[config.mk]
export PLATFORM = sky130hd
export DESIGN_NAME = unsorted_byte_table
export DESIGN_NICKNAME = d
export VERILOG_FILES = /design/src/hw/rtl/ubt_pkg.sv /design/src/hw/rtl/ubt_ram.sv /design/src/hw/rtl/unsorted_byte_table.sv
export SDC_FILE = /design/constraint.sdc
export NUM_CORES = 1
export LEC_CHECK = 0
export ABC_AREA = 1
export BUFFER_PORTS_ARGS = -buffer_cell sky130_fd_sc_hd__buf_2
export CORE_ASPECT_RATIO = 0.7
export CORE_UTILIZATION = 25
export CTS_CLUSTER_SIZE = 25
export DETAILED_ROUTE_END_ITERATION = 16
export GPL_TIMING_DRIVEN = 0
export PLACE_DENSITY = 0.42
export SETUP_SLACK_MARGIN = 0.3
export SYNTH_ARGS = -nofsm -noshare
export SYNTH_HDL_FRONTEND = slang
export SYNTH_SLANG_ARGS = --single-unit
export TNS_END_PERCENT = 100
[constraint.sdc]
create_clock -name clk -period 8.3 [get_ports clk]
set_input_delay 1.245 -clock clk [delete_from_list [all_inputs] [get_ports clk]]
set_output_delay 1.245 -clock clk [all_outputs]
set_load 0.01 [all_outputs]
[src/hw/rtl/ubt_pkg.sv]
// Shared constants, command and status codes, state type and RAM request
// struct for the unsorted byte table. No dependencies.
`default_nettype none

package ubt_pkg;

  localparam int DEPTH  = 64;
  localparam int IDX_W  = $clog2(DEPTH);
  localparam int CNT_W  = $clog2(DEPTH + 1);

  localparam int CMD_W  = 3;
  localparam int VAL_W  = 8;
  localparam int POS_W  = 8;
  localparam int STAT_W = 2;
  localparam int FIDX_W = 6;
  localparam int FILL_W = 7;

  // common width for comparing a request position against counts
  localparam int CMP_W  = (POS_W > CNT_W) ? POS_W : CNT_W;

  localparam int IN_W   = ((CMD_W + VAL_W + POS_W + 7) / 8) * 8;
  localparam int OUT_W  = ((STAT_W + VAL_W + FIDX_W + FILL_W + 7) / 8) * 8;

  localparam logic [CMD_W-1:0] CMD_APPEND = 3'd0;
  localparam logic [CMD_W-1:0] CMD_WRITE  = 3'd1;
  localparam logic [CMD_W-1:0] CMD_READ   = 3'd2;
  localparam logic [CMD_W-1:0] CMD_SEARCH = 3'd3;
  localparam logic [CMD_W-1:0] CMD_DELETE = 3'd4;
  localparam logic [CMD_W-1:0] CMD_POP    = 3'd5;

  localparam logic [STAT_W-1:0] STAT_OK   = 2'd0;
  localparam logic [STAT_W-1:0] STAT_MISS = 2'd1;
  localparam logic [STAT_W-1:0] STAT_FULL = 2'd2;

  typedef enum logic [2:0] {
    S_IDLE,
    S_READ,
    S_SCAN,
    S_MOVE,
    S_POP_HEAD,
    S_SHIFT,
    S_EMIT
  } state_t;

  typedef struct packed {
    logic             wr_en;
    logic [IDX_W-1:0] wr_addr;
    logic [VAL_W-1:0] wr_data;
    logic [IDX_W-1:0] rd_addr;
  } ram_req_t;

endpackage

`default_nettype wire

[src/hw/rtl/ubt_ram.sv]
// Entry store of the unsorted byte table: one write port, one read port
// with registered read data. Depends on ubt_pkg.
`default_nettype none

module ubt_ram (
  input  wire logic                    clk,
  input  wire ubt_pkg::ram_req_t       req,
  output logic [ubt_pkg::VAL_W-1:0]    rd_data_r
);
  import ubt_pkg::*;

  logic [VAL_W-1:0] mem_r [DEPTH];

  always_ff @(posedge clk) begin
    if (req.wr_en) begin
      mem_r[req.wr_addr] <= req.wr_data;
    end
    rd_data_r <= mem_r[req.rd_addr];
  end

endmodule

`default_nettype wire

[src/hw/rtl/unsorted_byte_table.sv]
// Top level of the unsorted byte table: request decode, sequencer and
// result register. Depends on ubt_pkg and ubt_ram.
//
// Usage: a request on the in_ channel carries cmd, item_value and position;
// each request gives exactly one result on the out_ channel with status,
// read_value, found_index and fill_count. Entries live in a RAM with one
// write port and one registered read port (one write, one read per cycle)
// that the sequencer walks one address per cycle.
// States from request to result:
//   append, write, unknown code, any miss found at decode: straight to S_EMIT
//   read: S_READ for the registered read, then S_EMIT
//   search: S_SCAN compares entries in turn (up to the fill count), then S_EMIT
//   delete: as search, plus S_MOVE to move the last entry into the hole
//   pop: S_POP_HEAD, then S_SHIFT once per shifted entry, then S_EMIT
// The single RAM read port limits every walk to one entry per cycle.
// in_tready is high only while the sequencer is idle; one request is
// worked on at a time.
// A finished result sits in the output register; the next request may be
// taken while it waits. If out_tready stays low, the sequencer holds its
// next result until the register frees up.
// Reset (rst_n low, synchronous) empties the table and drops any pending
// result. Entry contents are not cleared; only entries below the count are
// ever read.
`default_nettype none

module unsorted_byte_table (
  input  wire logic                      clk,
  input  wire logic                      rst_n,
  input  wire logic                      in_tvalid,
  output logic                           in_tready,
  // [2:0] cmd, [10:3] item_value, [18:11] position, upper bits zero
  input  wire logic [ubt_pkg::IN_W-1:0]  in_tdata,
  output logic                           out_tvalid,
  input  wire logic                      out_tready,
  // [1:0] status, [9:2] read_value, [15:10] found_index, [22:16] fill_count
  output logic [ubt_pkg::OUT_W-1:0]      out_tdata
);
  import ubt_pkg::*;

  // request fields
  logic [CMD_W-1:0] in_cmd;
  logic [VAL_W-1:0] in_value;
  logic [POS_W-1:0] in_pos;
  logic [CMP_W-1:0] pos_ext;
  logic [IDX_W-1:0] pos_idx;
  logic             in_fire;
  logic             pos_in_fill;
  logic             pos_in_depth;

  assign in_cmd   = in_tdata[CMD_W-1:0];
  assign in_value = in_tdata[CMD_W +: VAL_W];
  assign in_pos   = in_tdata[CMD_W + VAL_W +: POS_W];
  assign pos_ext  = CMP_W'(in_pos);
  assign pos_idx  = pos_ext[IDX_W-1:0];

  // sequencer state
  state_t              state_r, state_nxt;
  logic [CNT_W-1:0]    count_r, count_nxt;
  logic [IDX_W-1:0]    scan_r, scan_nxt;
  logic [CMD_W-1:0]    op_r;
  logic [VAL_W-1:0]    val_r;
  logic [STAT_W-1:0]   status_r, status_nxt;
  logic [VAL_W-1:0]    rval_r, rval_nxt;
  logic [FIDX_W-1:0]   fidx_r, fidx_nxt;
  logic                out_tvalid_r, out_tvalid_nxt;
  logic [OUT_W-1:0]    out_tdata_r, out_tdata_nxt;

  ram_req_t            ram_req;
  logic [VAL_W-1:0]    rd_data;

  logic                hit;
  logic                scan_last;
  logic                out_free;
  logic [IDX_W-1:0]    last_idx;
  logic [IDX_W-1:0]    scan_inc;

  ubt_ram u_ram (
    .clk       (clk),
    .req       (ram_req),
    .rd_data_r (rd_data)
  );

  assign in_tready    = (state_r == S_IDLE);
  assign in_fire      = in_tvalid && in_tready;
  assign pos_in_fill  = (pos_ext < CMP_W'(count_r));
  assign pos_in_depth = (pos_ext < CMP_W'(DEPTH));

  // shared compare unit: the entry read last cycle against the search byte
  assign hit       = (rd_data == val_r);
  assign scan_last = ((CNT_W'(scan_r) + CNT_W'(1)) == count_r);
  assign scan_inc  = scan_r + IDX_W'(1);
  assign last_idx  = IDX_W'(count_r - CNT_W'(1));
  assign out_free  = !out_tvalid_r || out_tready;

  // next state
  always_comb begin
    state_nxt = state_r;
    unique case (state_r)
      S_IDLE: begin
        if (in_fire) begin
          priority case (in_cmd)
            CMD_READ:   state_nxt = pos_in_fill ? S_READ : S_EMIT;
            CMD_SEARCH,
            CMD_DELETE: state_nxt = (count_r != '0) ? S_SCAN : S_EMIT;
            CMD_POP:    state_nxt = pos_in_fill ? S_POP_HEAD : S_EMIT;
            default:    state_nxt = S_EMIT;
          endcase
        end
      end
      S_READ: state_nxt = S_EMIT;
      S_SCAN: begin
        if (hit) begin
          state_nxt = ((op_r == CMD_DELETE) && !scan_last) ? S_MOVE : S_EMIT;
        end else if (scan_last) begin
          state_nxt = S_EMIT;
        end
      end
      S_MOVE: state_nxt = S_EMIT;
      S_POP_HEAD,
      S_SHIFT: state_nxt = scan_last ? S_EMIT : S_SHIFT;
      S_EMIT: state_nxt = out_free ? S_IDLE : S_EMIT;
      default: state_nxt = S_IDLE;
    endcase
  end

  // datapath and RAM control
  always_comb begin
    ram_req         = '0;
    ram_req.rd_addr = scan_r;
    count_nxt       = count_r;
    scan_nxt        = scan_r;
    status_nxt      = status_r;
    rval_nxt        = rval_r;
    fidx_nxt        = fidx_r;
    out_tvalid_nxt  = out_tvalid_r && !out_tready;
    out_tdata_nxt   = out_tdata_r;

    unique case (state_r)
      S_IDLE: begin
        if (in_fire) begin
          status_nxt = STAT_MISS;
          rval_nxt   = '0;
          fidx_nxt   = '0;
          priority case (in_cmd)
            CMD_APPEND: begin
              if (count_r == CNT_W'(DEPTH)) begin
                status_nxt = STAT_FULL;
              end else begin
                ram_req.wr_en   = 1'b1;
                ram_req.wr_addr = IDX_W'(count_r);
                ram_req.wr_data = in_value;
                count_nxt       = count_r + CNT_W'(1);
                status_nxt      = STAT_OK;
              end
            end
            CMD_WRITE: begin
              if (pos_in_depth) begin
                ram_req.wr_en   = 1'b1;
                ram_req.wr_addr = pos_idx;
                ram_req.wr_data = in_value;
                status_nxt      = STAT_OK;
              end
            end
            CMD_READ: begin
              ram_req.rd_addr = pos_idx;
            end
            CMD_SEARCH,
            CMD_DELETE: begin
              ram_req.rd_addr = '0;
              scan_nxt        = '0;
            end
            CMD_POP: begin
              ram_req.rd_addr = pos_idx;
              scan_nxt        = pos_idx;
            end
            default: ;
          endcase
        end
      end
      S_READ: begin
        rval_nxt   = rd_data;
        status_nxt = STAT_OK;
      end
      S_SCAN: begin
        if (hit) begin
          if (op_r == CMD_SEARCH) begin
            fidx_nxt   = FIDX_W'(scan_r);
            status_nxt = STAT_OK;
          end else if (scan_last) begin
            // match is the last live entry: only the count drops
            count_nxt  = count_r - CNT_W'(1);
            status_nxt = STAT_OK;
          end else begin
            ram_req.rd_addr = last_idx;
          end
        end else if (!scan_last) begin
          ram_req.rd_addr = scan_inc;
          scan_nxt        = scan_inc;
        end
      end
      S_MOVE: begin
        // fill the hole with the last live entry
        ram_req.wr_en   = 1'b1;
        ram_req.wr_addr = scan_r;
        ram_req.wr_data = rd_data;
        count_nxt       = count_r - CNT_W'(1);
        status_nxt      = STAT_OK;
      end
      S_POP_HEAD,
      S_SHIFT: begin
        if (state_r == S_POP_HEAD) begin
          rval_nxt = rd_data;
        end else begin
          ram_req.wr_en   = 1'b1;
          ram_req.wr_addr = scan_r - IDX_W'(1);
          ram_req.wr_data = rd_data;
        end
        if (scan_last) begin
          count_nxt  = count_r - CNT_W'(1);
          status_nxt = STAT_OK;
        end else begin
          ram_req.rd_addr = scan_inc;
          scan_nxt        = scan_inc;
        end
      end
      S_EMIT: begin
        if (out_free) begin
          out_tvalid_nxt = 1'b1;
          out_tdata_nxt  = OUT_W'({FILL_W'(count_r), fidx_r, rval_r, status_r});
        end
      end
      default: ;
    endcase
  end

  // control registers
  always_ff @(posedge clk) begin
    if (!rst_n) begin
      state_r      <= S_IDLE;
      count_r      <= '0;
      out_tvalid_r <= 1'b0;
    end else begin
      state_r      <= state_nxt;
      count_r      <= count_nxt;
      out_tvalid_r <= out_tvalid_nxt;
    end
  end

  // payload registers
  always_ff @(posedge clk) begin
    if (in_fire) begin
      op_r  <= in_cmd;
      val_r <= in_value;
    end
    scan_r      <= scan_nxt;
    status_r    <= status_nxt;
    rval_r      <= rval_nxt;
    fidx_r      <= fidx_nxt;
    out_tdata_r <= out_tdata_nxt;
  end

  assign out_tvalid = out_tvalid_r;
  assign out_tdata  = out_tdata_r;

`ifndef ASSERT_OFF
  a_count_bound: assert property (@(posedge clk) disable iff (!rst_n)
    count_r <= CNT_W'(DEPTH))
    else $error("fill count above table depth");

  a_accept_leaves_idle: assert property (@(posedge clk) disable iff (!rst_n)
    in_fire |=> state_r != S_IDLE)
    else $error("request accepted but sequencer stayed idle");

  a_count_step: assert property (@(posedge clk) disable iff (!rst_n)
    ##1 (count_r == $past(count_r) || count_r == $past(count_r) + CNT_W'(1) ||
         count_r == $past(count_r) - CNT_W'(1)))
    else $error("fill count moved by more than one");

  a_scan_in_fill: assert property (@(posedge clk) disable iff (!rst_n)
    (state_r == S_SCAN || state_r == S_SHIFT) |-> CNT_W'(scan_r) < count_r)
    else $error("walk index beyond live entries");
`endif

endmodule

`default_nettype wire
==> flow_summary.ini <==
[clock_tree]
post_cts_resize_count = 0
clkSlewWorstSetupHoldPaths_ns = 0.06
clkLatencyLatePin_ns = 0.66
holdBufCountCts = 0
clock_sink_count = 587
cts_inserted_buffers = 59
cts_root_buffer = sky130_fd_sc_hd__clkbuf_16
cts_buffer_depth = 3
clock_tree.htree_level_count = 2
total_setup_buffers_inserted_after_cts = 0
tritoncts = built

[placed_design]
io_buffers = 47
gp_congestion = 0.995
placed_cells_incl_taps = 4056
post_dp_cell_area_mm2 = 0.0295
dp_hpwl_mm = 70.4

[detailed_routing]
met1_length_mm = 48.6
dr_wl_met3_mm = 7.72
postRouteAntennaNets = 0
route.final.wire_length_mm = 95.8
iter_0_drt_violations = 2215
routed_wire_length_per_instance_um = 23.0
highest-signal-layer = met4
drt_pass1_iterations = 6
drc_errors = 0
vias_per_cell = 4.78
detailroute.wirelength.met2_mm = 37.9
dr_total_vias = 19900

[run]
drv.max_cap_violation_count = 0

[floorplanning]
top_ports = 54
floorplan.core_area_mm2 = 0.107
placement_rows = 100
chipWidth_um = 394
die_y_um = 277
initial_core_utilization_pct = 25.3
fp.dieArea_mm2 = 0.109

[worst_setup_path]
setup.worst_path.class = flip-flop to flip-flop
critPathArrivalTime_ns = 5.92
cp.required_ns = 8.81
path_max_fanout = 10
worst-r2r-setup-slack_ns = 2.89
ff2ff_path_depth = 20
timing.critical_path.from_type = flip-flop
reg2reg_from = scan_r[1]
worstSetupEndpointType = flip-flop
critical_path.reg2reg.endpoint = u_ram.rd_data_r[1]

[timing]
timing.final.setup_violations = 0
fin_skew_ns = 0.0317
grt_setup_unrepaired = false
hold_viol = 0
fmaxAchievable_mhz = 185
period_minus_slack_ns = 5.41
report.final.slew_viol_count = 0
final.hold.worst_slack_ns = 0.420
tightestPinTransition_ns = 1.34
max_transition_margin_pct = 9.06
fin_crit_sh_pct = 65.2

[hold_path]
whs_endpoint = out_tdata[11]
worst_hold_path_type = flip-flop to flip-flop
hold_start = fidx_r[1]
worstHoldPathCells = 0

[synthesis]
postSynthCellCount = 2561
synth.yosys.warnings = 0
postSynth.topFlopCell = sky130_fd_sc_hd__edfxtp_1
synth_cell_types = 52
seq_area_frac_synth_pct = 64.7
postSynthAreaPerCell_um2 = 10.5
synth_edf_count = 568
synth.net_count = 2599
ys_async_sr_fraction_pct = 0
syn_area_mm2 = 0.0270
synth-seq-cells = 587

[global_route]
largest_net_degree_at_the_start_of_global_routing = 28
gr-usage-all-layers_pct = 17.2
number_of_global_route_vias_before_repair = 18900
grt_first_pass_wirelength_mm = 136
globalRouteOverflowTotal = 0
grt_antenna_before_repair = 2

[final_layout]
drive_gt1_share_pct = 11.2
synthToLayoutAreaGrowth_pct = 16.7
n_antenna_cell = 0
fin_nets = 2727
stdcell_area_mm2 = 0.0314
num-fill-cells = 11200
post_layout_nonfiller_instances = 4166

[run_status]
outcome = finished, final reports clean
-- cells in the final DEF (no fill, tap or decap), drive strengths merged, types with 3 or more instances in the layout --
cell type,count
a21oi,22
a31oi,4
a32oi,3
buf,176
bufinv,4
clkbuf,105
clkinv,31
dfxtp,19
edfxtp,568
ha,10
inv,350
nand2,448
nand3,583
nand3b,173
nand4,3
nor2,133
nor3,8
nor4,4
o211ai,6
o21ai,42
o22ai,10
or2,6
xnor2,5
xor2,9
-- cells in the mapped netlist (3+ instances only) --
cell,instances,area share (%)
sky130_fd_sc_hd__a32oi_1,3,0.098
sky130_fd_sc_hd__xor2_1,9,0.29
sky130_fd_sc_hd__ha_1,10,0.46
sky130_fd_sc_hd__nor3_1,8,0.15
sky130_fd_sc_hd__o211ai_1,6,0.17
sky130_fd_sc_hd__inv_2,7,0.098
sky130_fd_sc_hd__a31oi_1,3,0.070
sky130_fd_sc_hd__nor4_1,4,0.093
sky130_fd_sc_hd__nand4_1,3,0.070
sky130_fd_sc_hd__nand2_2,3,0.070
sky130_fd_sc_hd__buf_2,86,1.6
sky130_fd_sc_hd__o21ai_1,3,0.056
sky130_fd_sc_hd__a21oi_1,20,0.37
sky130_fd_sc_hd__inv_1,340,4.7
sky130_fd_sc_hd__edfxtp_1,568,63
sky130_fd_sc_hd__or2_2,6,0.14
sky130_fd_sc_hd__buf_1,3,0.042
sky130_fd_sc_hd__xnor2_1,5,0.16
sky130_fd_sc_hd__nor2_2,6,0.14
sky130_fd_sc_hd__nor2_4,3,0.13
sky130_fd_sc_hd__o22ai_1,9,0.21
sky130_fd_sc_hd__clkbuf_1,33,0.46
sky130_fd_sc_hd__dfxtp_1,19,1.4
sky130_fd_sc_hd__o21ai_0,38,0.71
sky130_fd_sc_hd__nand3_1,581,11
sky130_fd_sc_hd__nor2_1,124,1.7
sky130_fd_sc_hd__nand3b_1,173,4.8
sky130_fd_sc_hd__nand2_1,443,6.2
sky130_fd_sc_hd__buf_4,12,0.33
sky130_fd_sc_hd__buf_6,8,0.33
-- stage by stage --
stage / setup TNS, ns / utilization [%] / setup WS [ns]
after floorplan: 0 / - / 4.19
after global placement: -1417.15 / 27.2 / -3.73
after detailed placement: 0 / 27.7 / 3.11
after CTS: 0 / 29.5 / 3.09
after global routing: 0 / 29.5 / 2.77
final: 0 / 29.5 / 2.89
-- final cells by class --
type                            count  area, µm²  share of cell area [%]
Tap cell                         1428       1790                    5.68
Inverter                          349       1310                    4.17
Multi-Input combinational cell   1483       7560                    24.0
Timing Repair Buffer               67        691                    2.20
Clock buffer                       72       1620                    5.15
Sequential cell                   587      17400                    55.4
Clock inverter                     38        297                   0.943
Buffer                            142        746                    2.37
-- registers in the layout, indices dropped and copies added, names as in the netlist --
signal           count
count_r              7
scan_r               6
rval_r               8
fidx_r               6
val_r                8
state_r              3
out_tdata           23
out_tvalid           1
op_r                 3
u_ram.rd_data_r      8
status_r             2
u_ram.mem_r        512
-- cell families (layout without fill, tap and decap cells) --
kind of cell             after synthesis  in the layout  share of synthesized area, %
AO/OA/AOI/OAI                         99             99                          2.26
XOR/XNOR                              14             14                         0.455
adder cells (fa/ha/maj)               10             10                         0.464
buffers and inverters                491            668                          7.64
flip-flops                           587            587                          64.7
other                                  1              1                        0.0139
AND/OR/NAND/NOR                     1359           1359                          24.5
-- critical path, stage by stage, from the launching register on --
cell                       delay, ns
sky130_fd_sc_hd__edfxtp_1       0.53
sky130_fd_sc_hd__inv_1          0.33
sky130_fd_sc_hd__ha_1           0.37
sky130_fd_sc_hd__inv_1          0.08
sky130_fd_sc_hd__nand2_1        0.05
sky130_fd_sc_hd__nand2_1        0.07
sky130_fd_sc_hd__nand2_1        0.09
sky130_fd_sc_hd__nor2_2         0.16
sky130_fd_sc_hd__nand3_1        0.10
sky130_fd_sc_hd__nor2_2         0.16
sky130_fd_sc_hd__nand2_4        0.14
sky130_fd_sc_hd__buf_6          0.18
sky130_fd_sc_hd__o21ai_1        0.28
sky130_fd_sc_hd__nand2_1        0.10
sky130_fd_sc_hd__a31oi_2        0.81
sky130_fd_sc_hd__inv_1          0.38
sky130_fd_sc_hd__clkbuf_1       0.50
sky130_fd_sc_hd__nand3_1        0.37
sky130_fd_sc_hd__nand3_1        0.11
sky130_fd_sc_hd__nand3_1        0.29
sky130_fd_sc_hd__nand2_1        0.15
-- how the worst max path moves through the flow --
stage,start,end,slack (ns),cells after the start
5_1_grt,scan_r[1],u_ram.rd_data_r[1],2.77,20
2_1_floorplan,state_r[0],u_ram.mem_r[0][2],4.19,6
6_report,scan_r[1],u_ram.rd_data_r[1],2.89,20
3_5_place_dp,scan_r[0],u_ram.rd_data_r[1],3.11,20
3_3_place_gp,state_r[0],u_ram.mem_r[49][3],-3.73,6
4_1_cts,scan_r[0],u_ram.rd_data_r[1],3.09,20
-- per-layer routing --
layer | global-route usage (%) | up-vias
li1 | - | 9051
met1 | 27.4 | 10000
met2 | 23.5 | 734
met3 | 3.64 | 100
met4 | 3.20 | 0
met5 | 0 | -
Power is left out: the tool's default activity adds up to more than one toggle a clock period on the data nets, which glitch-free logic cannot reach.
